===== src/actk_pkg.sv =====
// ----------------------------------------------------------------------------
// actk_pkg
// Shared types and constants for the alarm clock time keeper.
// ----------------------------------------------------------------------------
`default_nettype none

package actk_pkg;

  localparam int HourW = 5;
  localparam int MinW  = 6;
  localparam int SecW  = 6;

  // last legal value of each time field before rollover
  localparam logic [SecW-1:0]  SecLast  = SecW'(59);
  localparam logic [MinW-1:0]  MinLast  = MinW'(59);
  localparam logic [HourW-1:0] HourLast = HourW'(23);

  // press_seen bit positions
  localparam int PressMinUp   = 0;
  localparam int PressMinDown = 1;
  localparam int PressHourUp  = 2;
  localparam int PressHourDown = 3;
  localparam int PressW       = 4;

  // hours and minutes pair, used for both clock and alarm time
  typedef struct packed {
    logic [HourW-1:0] hours;
    logic [MinW-1:0]  minutes;
  } hm_t;

  // one polled request
  typedef struct packed {
    logic second_tick;
    logic alarm_enable;
    logic adjust_alarm;
    logic minute_up;
    logic minute_down;
    logic hour_up;
    logic hour_down;
  } poll_t;

  // one displayed result
  typedef struct packed {
    logic [HourW-1:0] hours;
    logic [MinW-1:0]  minutes;
    logic [SecW-1:0]  seconds;
    logic [HourW-1:0] alarm_hours;
    logic [MinW-1:0]  alarm_minutes;
    logic             alarm_armed;
    logic             buzzer;
    logic             adjust_marker;
  } disp_t;

  // button levels handed to the adjust logic
  typedef struct packed {
    logic minute_up;
    logic minute_down;
    logic hour_up;
    logic hour_down;
  } btn_t;

endpackage

`default_nettype wire


===== src/actk_if.sv =====
// ----------------------------------------------------------------------------
// actk_if
// Valid/ready channels for button polls and display results.
// ----------------------------------------------------------------------------
`default_nettype none

interface actk_poll_if;
  logic valid;
  logic ready;
  logic second_tick;
  logic alarm_enable;
  logic adjust_alarm;
  logic minute_up;
  logic minute_down;
  logic hour_up;
  logic hour_down;

  modport source (
    output valid, second_tick, alarm_enable, adjust_alarm,
           minute_up, minute_down, hour_up, hour_down,
    input  ready
  );
  modport sink (
    input  valid, second_tick, alarm_enable, adjust_alarm,
           minute_up, minute_down, hour_up, hour_down,
    output ready
  );
endinterface

interface actk_disp_if;
  logic                        valid;
  logic                        ready;
  logic [actk_pkg::HourW-1:0]  hours;
  logic [actk_pkg::MinW-1:0]   minutes;
  logic [actk_pkg::SecW-1:0]   seconds;
  logic [actk_pkg::HourW-1:0]  alarm_hours;
  logic [actk_pkg::MinW-1:0]   alarm_minutes;
  logic                        alarm_armed;
  logic                        buzzer;
  logic                        adjust_marker;

  modport source (
    output valid, hours, minutes, seconds, alarm_hours, alarm_minutes,
           alarm_armed, buzzer, adjust_marker,
    input  ready
  );
  modport sink (
    input  valid, hours, minutes, seconds, alarm_hours, alarm_minutes,
           alarm_armed, buzzer, adjust_marker,
    output ready
  );
endinterface

`default_nettype wire


===== src/actk_tick.sv =====
// ----------------------------------------------------------------------------
// actk_tick
// Seconds tick with hh:mm:ss rollover, then the alarm match and buzzer latch.
// ----------------------------------------------------------------------------
`default_nettype none

module actk_tick (
  input  wire logic                       tick,
  input  wire logic                       armed,
  input  wire logic [actk_pkg::SecW-1:0]  seconds,
  input  wire actk_pkg::hm_t              clock_time,
  input  wire actk_pkg::hm_t              alarm_time,
  input  wire logic                       buzzer,
  output logic      [actk_pkg::SecW-1:0]  seconds_next,
  output actk_pkg::hm_t                   clock_next,
  output logic                            buzzer_next
);
  import actk_pkg::*;

  // advance the time by one second when ticked
  always_comb begin
    seconds_next = seconds;
    clock_next   = clock_time;
    if (tick) begin
      if (seconds == SecLast) begin
        seconds_next = '0;
        if (clock_time.minutes == MinLast) begin
          clock_next.minutes = '0;
          if (clock_time.hours == HourLast) begin
            clock_next.hours = '0;
          end else begin
            clock_next.hours = clock_time.hours + HourW'(1);
          end
        end else begin
          clock_next.minutes = clock_time.minutes + MinW'(1);
        end
      end else begin
        seconds_next = seconds + SecW'(1);
      end
    end
  end

  // buzzer latches on a match at the top of the minute, clears when disarmed
  always_comb begin
    if (armed) begin
      buzzer_next = buzzer | ((alarm_time == clock_next) && (seconds_next == '0));
    end else begin
      buzzer_next = 1'b0;
    end
  end

endmodule

`default_nettype wire


===== src/actk_buttons.sv =====
// ----------------------------------------------------------------------------
// actk_buttons
// Edge-style button stepping of minutes and hours with wrap and carry.
// ----------------------------------------------------------------------------
`default_nettype none

module actk_buttons (
  input  wire actk_pkg::btn_t                 btn,
  input  wire logic [actk_pkg::PressW-1:0]    press_seen,
  input  wire actk_pkg::hm_t                  time_in,
  output logic      [actk_pkg::PressW-1:0]    press_seen_next,
  output actk_pkg::hm_t                       time_out
);
  import actk_pkg::*;

  // up before down, minutes before hours; each button acts once per press
  always_comb begin
    hm_t              t;
    logic [PressW-1:0] s;
    t = time_in;
    s = press_seen;

    // minute up with carry into hours
    if (btn.minute_up) begin
      if (!s[PressMinUp]) begin
        s[PressMinUp] = 1'b1;
        if (t.minutes == MinLast) begin
          t.minutes = '0;
          t.hours   = (t.hours == HourLast) ? '0 : t.hours + HourW'(1);
        end else begin
          t.minutes = t.minutes + MinW'(1);
        end
      end
    end else begin
      s[PressMinUp] = 1'b0;
    end

    // minute down stops at zero
    if (btn.minute_down) begin
      if (t.minutes != '0 && !s[PressMinDown]) begin
        s[PressMinDown] = 1'b1;
        t.minutes       = t.minutes - MinW'(1);
      end
    end else begin
      s[PressMinDown] = 1'b0;
    end

    // hour up wraps
    if (btn.hour_up) begin
      if (!s[PressHourUp]) begin
        s[PressHourUp] = 1'b1;
        t.hours        = (t.hours == HourLast) ? '0 : t.hours + HourW'(1);
      end
    end else begin
      s[PressHourUp] = 1'b0;
    end

    // hour down stops at zero
    if (btn.hour_down) begin
      if (t.hours != '0 && !s[PressHourDown]) begin
        s[PressHourDown] = 1'b1;
        t.hours          = t.hours - HourW'(1);
      end
    end else begin
      s[PressHourDown] = 1'b0;
    end

    time_out        = t;
    press_seen_next = s;
  end

endmodule

`default_nettype wire


===== src/alarm_clock_time_keeper.sv =====
// ----------------------------------------------------------------------------
// alarm_clock_time_keeper
// 24-hour clock with one alarm, stepped once per polled button request.
// ----------------------------------------------------------------------------
//  channel | dir | contents
//  poll    | in  | second tick, alarm switch, adjust switch, four buttons
//  disp    | out | clock hh:mm:ss, alarm hh:mm, armed, buzzer, adjust marker
//
//  A request passes through the request register, then clock/alarm state and
//  the result register are written together.
//  One request per cycle is sustained while disp is ready; the tick and
//  button logic from the request register to the state is a short single pass.
//  Synchronous reset clears time, alarm, press flags and buzzer.
//  A stalled result holds both stages; the request register still takes a
//  new request whenever it is empty or moving on.
// ----------------------------------------------------------------------------
`default_nettype none

module alarm_clock_time_keeper (
  input wire logic clk,
  input wire logic rst,
  actk_poll_if.sink   poll,
  actk_disp_if.source disp
);
  import actk_pkg::*;

  // request register
  logic  req_valid;
  poll_t req;
  logic  advance;

  // clock and alarm state
  logic [SecW-1:0]   clock_seconds;
  hm_t               clock_time;
  hm_t               alarm_time;
  logic [PressW-1:0] press_seen;
  logic              buzzer_latch;

  // result register
  logic  out_valid;
  disp_t out;

  // next values
  logic [SecW-1:0]   seconds_next;
  hm_t               clock_ticked;
  logic              buzzer_next;
  hm_t               adj_in;
  hm_t               adj_out;
  logic [PressW-1:0] press_seen_next;
  hm_t               clock_time_next;
  hm_t               alarm_time_next;
  btn_t              btn;

  assign advance    = req_valid && (!out_valid || disp.ready);
  assign poll.ready = !req_valid || advance;

  // capture the request
  always_ff @(posedge clk) begin
    if (rst) begin
      req_valid <= 1'b0;
    end else if (poll.ready) begin
      req_valid <= poll.valid;
    end
    if (poll.ready && poll.valid) begin
      req.second_tick  <= poll.second_tick;
      req.alarm_enable <= poll.alarm_enable;
      req.adjust_alarm <= poll.adjust_alarm;
      req.minute_up    <= poll.minute_up;
      req.minute_down  <= poll.minute_down;
      req.hour_up      <= poll.hour_up;
      req.hour_down    <= poll.hour_down;
    end
  end

  actk_tick u_tick (
    .tick         (req.second_tick),
    .armed        (req.alarm_enable),
    .seconds      (clock_seconds),
    .clock_time   (clock_time),
    .alarm_time   (alarm_time),
    .buzzer       (buzzer_latch),
    .seconds_next (seconds_next),
    .clock_next   (clock_ticked),
    .buzzer_next  (buzzer_next)
  );

  // buttons act on the alarm or the ticked clock time
  assign btn.minute_up   = req.minute_up;
  assign btn.minute_down = req.minute_down;
  assign btn.hour_up     = req.hour_up;
  assign btn.hour_down   = req.hour_down;
  assign adj_in          = req.adjust_alarm ? alarm_time : clock_ticked;

  actk_buttons u_buttons (
    .btn             (btn),
    .press_seen      (press_seen),
    .time_in         (adj_in),
    .press_seen_next (press_seen_next),
    .time_out        (adj_out)
  );

  assign clock_time_next = req.adjust_alarm ? clock_ticked : adj_out;
  assign alarm_time_next = req.adjust_alarm ? adj_out : alarm_time;

  // state update and result register
  always_ff @(posedge clk) begin
    if (rst) begin
      clock_seconds <= '0;
      clock_time    <= '0;
      alarm_time    <= '0;
      press_seen    <= '0;
      buzzer_latch  <= 1'b0;
      out_valid     <= 1'b0;
    end else begin
      if (advance) begin
        clock_seconds <= seconds_next;
        clock_time    <= clock_time_next;
        alarm_time    <= alarm_time_next;
        press_seen    <= press_seen_next;
        buzzer_latch  <= buzzer_next;
        out_valid     <= 1'b1;
      end else if (disp.ready) begin
        out_valid <= 1'b0;
      end
    end
    if (advance) begin
      out.hours         <= clock_time_next.hours;
      out.minutes       <= clock_time_next.minutes;
      out.seconds       <= seconds_next;
      out.alarm_hours   <= alarm_time_next.hours;
      out.alarm_minutes <= alarm_time_next.minutes;
      out.alarm_armed   <= req.alarm_enable;
      out.buzzer        <= buzzer_next;
      out.adjust_marker <= req.adjust_alarm;
    end
  end

  // drive the result channel
  assign disp.valid         = out_valid;
  assign disp.hours         = out.hours;
  assign disp.minutes       = out.minutes;
  assign disp.seconds       = out.seconds;
  assign disp.alarm_hours   = out.alarm_hours;
  assign disp.alarm_minutes = out.alarm_minutes;
  assign disp.alarm_armed   = out.alarm_armed;
  assign disp.buzzer        = out.buzzer;
  assign disp.adjust_marker = out.adjust_marker;

endmodule

`default_nettype wire


===== src/flat_wrapper.sv =====
// flat-port wrapper written by rule: the top's interface ports become plain ports
module alarm_clock_time_keeper_flat import actk_pkg::*;
  (clk, rst, poll_valid, poll_second_tick, poll_alarm_enable, poll_adjust_alarm, poll_minute_up, poll_minute_down, poll_hour_up, poll_hour_down, poll_ready, disp_valid, disp_hours, disp_minutes, disp_seconds, disp_alarm_hours, disp_alarm_minutes, disp_alarm_armed, disp_buzzer, disp_adjust_marker, disp_ready);
  actk_poll_if poll_i ();
  actk_disp_if disp_i ();
  input wire logic clk;
  input wire logic rst;
  input wire logic [$bits(poll_i.valid)-1:0] poll_valid;
  input wire logic [$bits(poll_i.second_tick)-1:0] poll_second_tick;
  input wire logic [$bits(poll_i.alarm_enable)-1:0] poll_alarm_enable;
  input wire logic [$bits(poll_i.adjust_alarm)-1:0] poll_adjust_alarm;
  input wire logic [$bits(poll_i.minute_up)-1:0] poll_minute_up;
  input wire logic [$bits(poll_i.minute_down)-1:0] poll_minute_down;
  input wire logic [$bits(poll_i.hour_up)-1:0] poll_hour_up;
  input wire logic [$bits(poll_i.hour_down)-1:0] poll_hour_down;
  output wire logic [$bits(poll_i.ready)-1:0] poll_ready;
  output wire logic [$bits(disp_i.valid)-1:0] disp_valid;
  output wire logic [$bits(disp_i.hours)-1:0] disp_hours;
  output wire logic [$bits(disp_i.minutes)-1:0] disp_minutes;
  output wire logic [$bits(disp_i.seconds)-1:0] disp_seconds;
  output wire logic [$bits(disp_i.alarm_hours)-1:0] disp_alarm_hours;
  output wire logic [$bits(disp_i.alarm_minutes)-1:0] disp_alarm_minutes;
  output wire logic [$bits(disp_i.alarm_armed)-1:0] disp_alarm_armed;
  output wire logic [$bits(disp_i.buzzer)-1:0] disp_buzzer;
  output wire logic [$bits(disp_i.adjust_marker)-1:0] disp_adjust_marker;
  input wire logic [$bits(disp_i.ready)-1:0] disp_ready;
  assign poll_i.valid = poll_valid;
  assign poll_i.second_tick = poll_second_tick;
  assign poll_i.alarm_enable = poll_alarm_enable;
  assign poll_i.adjust_alarm = poll_adjust_alarm;
  assign poll_i.minute_up = poll_minute_up;
  assign poll_i.minute_down = poll_minute_down;
  assign poll_i.hour_up = poll_hour_up;
  assign poll_i.hour_down = poll_hour_down;
  assign poll_ready = poll_i.ready;
  assign disp_valid = disp_i.valid;
  assign disp_hours = disp_i.hours;
  assign disp_minutes = disp_i.minutes;
  assign disp_seconds = disp_i.seconds;
  assign disp_alarm_hours = disp_i.alarm_hours;
  assign disp_alarm_minutes = disp_i.alarm_minutes;
  assign disp_alarm_armed = disp_i.alarm_armed;
  assign disp_buzzer = disp_i.buzzer;
  assign disp_adjust_marker = disp_i.adjust_marker;
  assign disp_i.ready = disp_ready;
  alarm_clock_time_keeper u_core (.clk(clk), .rst(rst), .poll(poll_i), .disp(disp_i));
endmodule

===== config.mk =====
export PLATFORM = sky130hd
export DESIGN_NAME = alarm_clock_time_keeper_flat
export DESIGN_NICKNAME = d
export VERILOG_FILES = /design/src/actk_pkg.sv /design/src/actk_if.sv /design/src/actk_tick.sv /design/src/actk_buttons.sv /design/src/alarm_clock_time_keeper.sv /design/src/flat_wrapper.sv
export SDC_FILE = /design/constraint.sdc
export NUM_CORES = 1
export LEC_CHECK = 0
export ABC_AREA = 0
export BUFFER_PORTS_ARGS = -buffer_cell sky130_fd_sc_hd__buf_4
export CAP_MARGIN = 10
export CORE_ASPECT_RATIO = 1.2
export CORE_MARGIN = 2
export CORE_UTILIZATION = 60
export DETAILED_ROUTE_END_ITERATION = 8
export PLACE_DENSITY = 0.81
export SLEW_MARGIN = 10
export SYNTH_ARGS = -nofsm -noshare
export SYNTH_HDL_FRONTEND = slang
export SYNTH_SLANG_ARGS = --single-unit

===== constraint.sdc =====
create_clock -name clk -period 7.9 [get_ports clk]
set_input_delay 0.395 -clock clk [delete_from_list [all_inputs] [get_ports clk]]
set_output_delay 0.395 -clock clk [all_outputs]
set_load 0.03 [all_outputs]

==> impl_metrics.ini <==
[clock_tree]
clk_path_buf_depth = 2
worstSkewPairLatency_ns = 0.36
cts_root_buf = clkbuf_8
cts_resized = 0
cts_buffers = 9
cts_tree = yes
clkTransAtPathRegs_ns = 0.08
htreeDepth = 3
clock-sinks = 73
post-cts-setup-buffer-count = 0
cts_hold_buf = 0

[worst_setup_path]
cp_top_family = simple AND/OR/NAND/NOR gates
critical_path_peak_fanout = 8
crit_required_ns = 8.02
path_cells = ha_1 -> nand2_1 -> nor4_2 -> mux2_2 -> mux2_2 -> ha_1 -> a41o_1 -> o21ai_1 -> ha_1 -> nand2_1 -> nor4bb_1 -> nand2b_1 -> ha_1 -> nand3_1 -> a211oi_4 -> xnor2_1 -> mux2_4
cp-end-kind = register
worst_ep_arrival_time_ns = 5.44
path_class = register to register
worst-path-buf-inv = 0
cpMostUsedCell = ha_1
max_stage_delay_ns = 0.59
startpoint_type = register
slowest_stage = nor4bb_1

[route]
drtIter0Drc = 418
wirelength_um = 10400
viasPerCell = 6.35
drcViolationCount = 0
firstDrtPassIters = 5
num_vias = 3886
ant_nets = 0
detail_route.wl_per_cell_um = 17.0

[timing]
finClkSkew_ns = 0.0152
slew-limit-headroom_pct = 31.9
fin_setup_tns_ns = 0
timing.fmax_ghz = 0.188
min_period_ns = 5.32
finalHoldViolations = 0
post-route-period-util_pct = 67.4
drv_slew = 0
setup_ws_ns = 2.58
worst_slew_pin_slew_ns = 0.996
rsz0062_at_grt = no
setup_viol = 0

[synth]
yosys.area.top_type = edfxtp_1
syn_nets = 501
synth_most_common_cell = a21oi_1
synth_area_um2 = 4350
seq_area_frac_synth_pct = 42.4
synth_enable_flop_cells = 38
async_reset_ff_share_pct = 0
ys_seq_elements = 73
synth_ff_type = edfxtp_1
synth_cells = 481
synth_top_cell_area_share_pct = 26.2
synth.area.top_cells = edfxtp_1 26%, dfxtp_1 16%, a21oi_1 5.2%
yosysUniqueCellTypes = 64
avgSynthCellArea_um2 = 9.04
yosys_warnings = 0
synth_common_cells = 45 x a21oi_1, 44 x nor2_1, 43 x nand2_1

[final_layout]
layout.nets = 537
multiInputGateArea_um2 = 2350
post-route-util_pct = 69.3
drive_gt1_share_pct = 15.1
fillers = 535
antennaDiodeCount = 0
final-seq-area_um2 = 1840
synthToLayoutAreaGrowth_pct = 13.9

[power_and_ir_drop]
power_leakage_nw = 1.90
pwr_density_cell_nw_per_um2 = 194
ir_drop_mv = 0.102

[placement]
gp_congestion = 0.983
place_ws_ns = 2.69
hpwlAfterDp_um = 7160
portBuffers = 43

[global_route]
antenna_found_initial = 0
grt_max_degree = 53
grt-ovfl-total = 0
grt_pass1_wl_um = 17400
grtUsageTotal_pct = 28.4
grt_pass1_vias = 3608

[die]
io_pins = 44
die_height_um = 97.3
coreArea_um2 = 7150
die-area_um2 = 7950
initial_core_util_pct = 60.8
fp-row-count = 34
die_x_um = 81.7

[outcome]
outcome = finished, final reports clean

[flow_run]
max_cap_violations = 0

[worst_hold_path]
hold_path_class = input port to register
==> registers in the layout, indices dropped and copies added, names as in the netlist, 3 cells and up <==
register and flops:
u_core.req 3, u_core.clock_time 11, u_core.clock_seconds 6, u_core.disp.alarm_minutes 6
u_core.press_seen 4, u_core.disp.seconds 6, u_core.disp.hours 5, u_core.disp.minutes 6
u_core.btn 4, u_core.alarm_time 11, u_core.disp.alarm_hours 5
==> final cells by class <==
type                    instances  area share (%)
clock inverters                 4            1.49
multi-input cells             369            47.5
well taps                      90            2.27
repair buffers                 47            7.13
clock buffers                  12            3.16
flip-flops and latches         73            37.2
inverters                      17            1.29
==> layout by cell type (no fill, tap or decap), types with 10 or more instances in the layout <==
cell,instances
buf_4,47
a21oi_1,45
nor2_1,44
nand2_1,43
edfxtp_1,38
dfxtp_1,35
o21ai_0,30
nand3_1,24
inv_1,15
xnor2_1,14
nor3_1,13
xor2_1,11
nand2b_1,10
==> metrics by stage <==
step / total power [W] / instance area (um2) / hold slack, ns / std cells
2_1_floorplan: 0.000575 / 4350 / 0.427 / 481
3_3_place_gp: 0.000621 / 4720 / 0.435 / 596
3_5_place_dp: 0.000627 / 4720 / 0.434 / 596
4_1_cts: 0.000963 / 4950 / 0.197 / 612
5_1_grt: 0.00100 / 4950 / 0.197 / 612
6_report: 0.000962 / 4950 / 0.202 / 612
==> final timing paths <==
check                               start                         end  slack, ns  cells after the start
setup / recovery  u_core.clock_seconds[0]  u_core.disp.alarm_hours[4]       2.58                     17
hold / removal             poll_minute_up               u_core.btn[3]       0.20                      1
setup reg to reg  u_core.clock_seconds[0]  u_core.disp.alarm_hours[4]       2.58                     17
hold reg to reg             u_core.req[5]     u_core.disp.alarm_armed       0.47                      0
==> where the power goes <==
part           internal (W)  total (W)  switching [W]  leakage [nW]
sequential         0.000423   0.000437      0.0000143         0.649
clock              0.000197   0.000339       0.000142         0.116
combinational     0.0000664   0.000186       0.000119          1.13
total              0.000687   0.000962       0.000276          1.90
==> kinds of logic after synthesis <==
kind of cell / synth area share (%)
AOI/OAI and AO/OA: 20.7
xor gates and xnor gates: 5.04
adders and majority gates: 2.59
buffers and inverters: 3.60
DFF: 42.4
muxes: 4.46
and+or+nand+nor: 21.2
==> metal layers <==
layer	routed length (um)	GRT usage (%)	vias up
met4	342	13.5	0
met1	4370	38.8	1814
met3	814	5.86	29
met2	4890	42.8	188
met5	0	0	-
li1	-	-	1855
No activity file was read; power rests on OpenSTA's default activity.
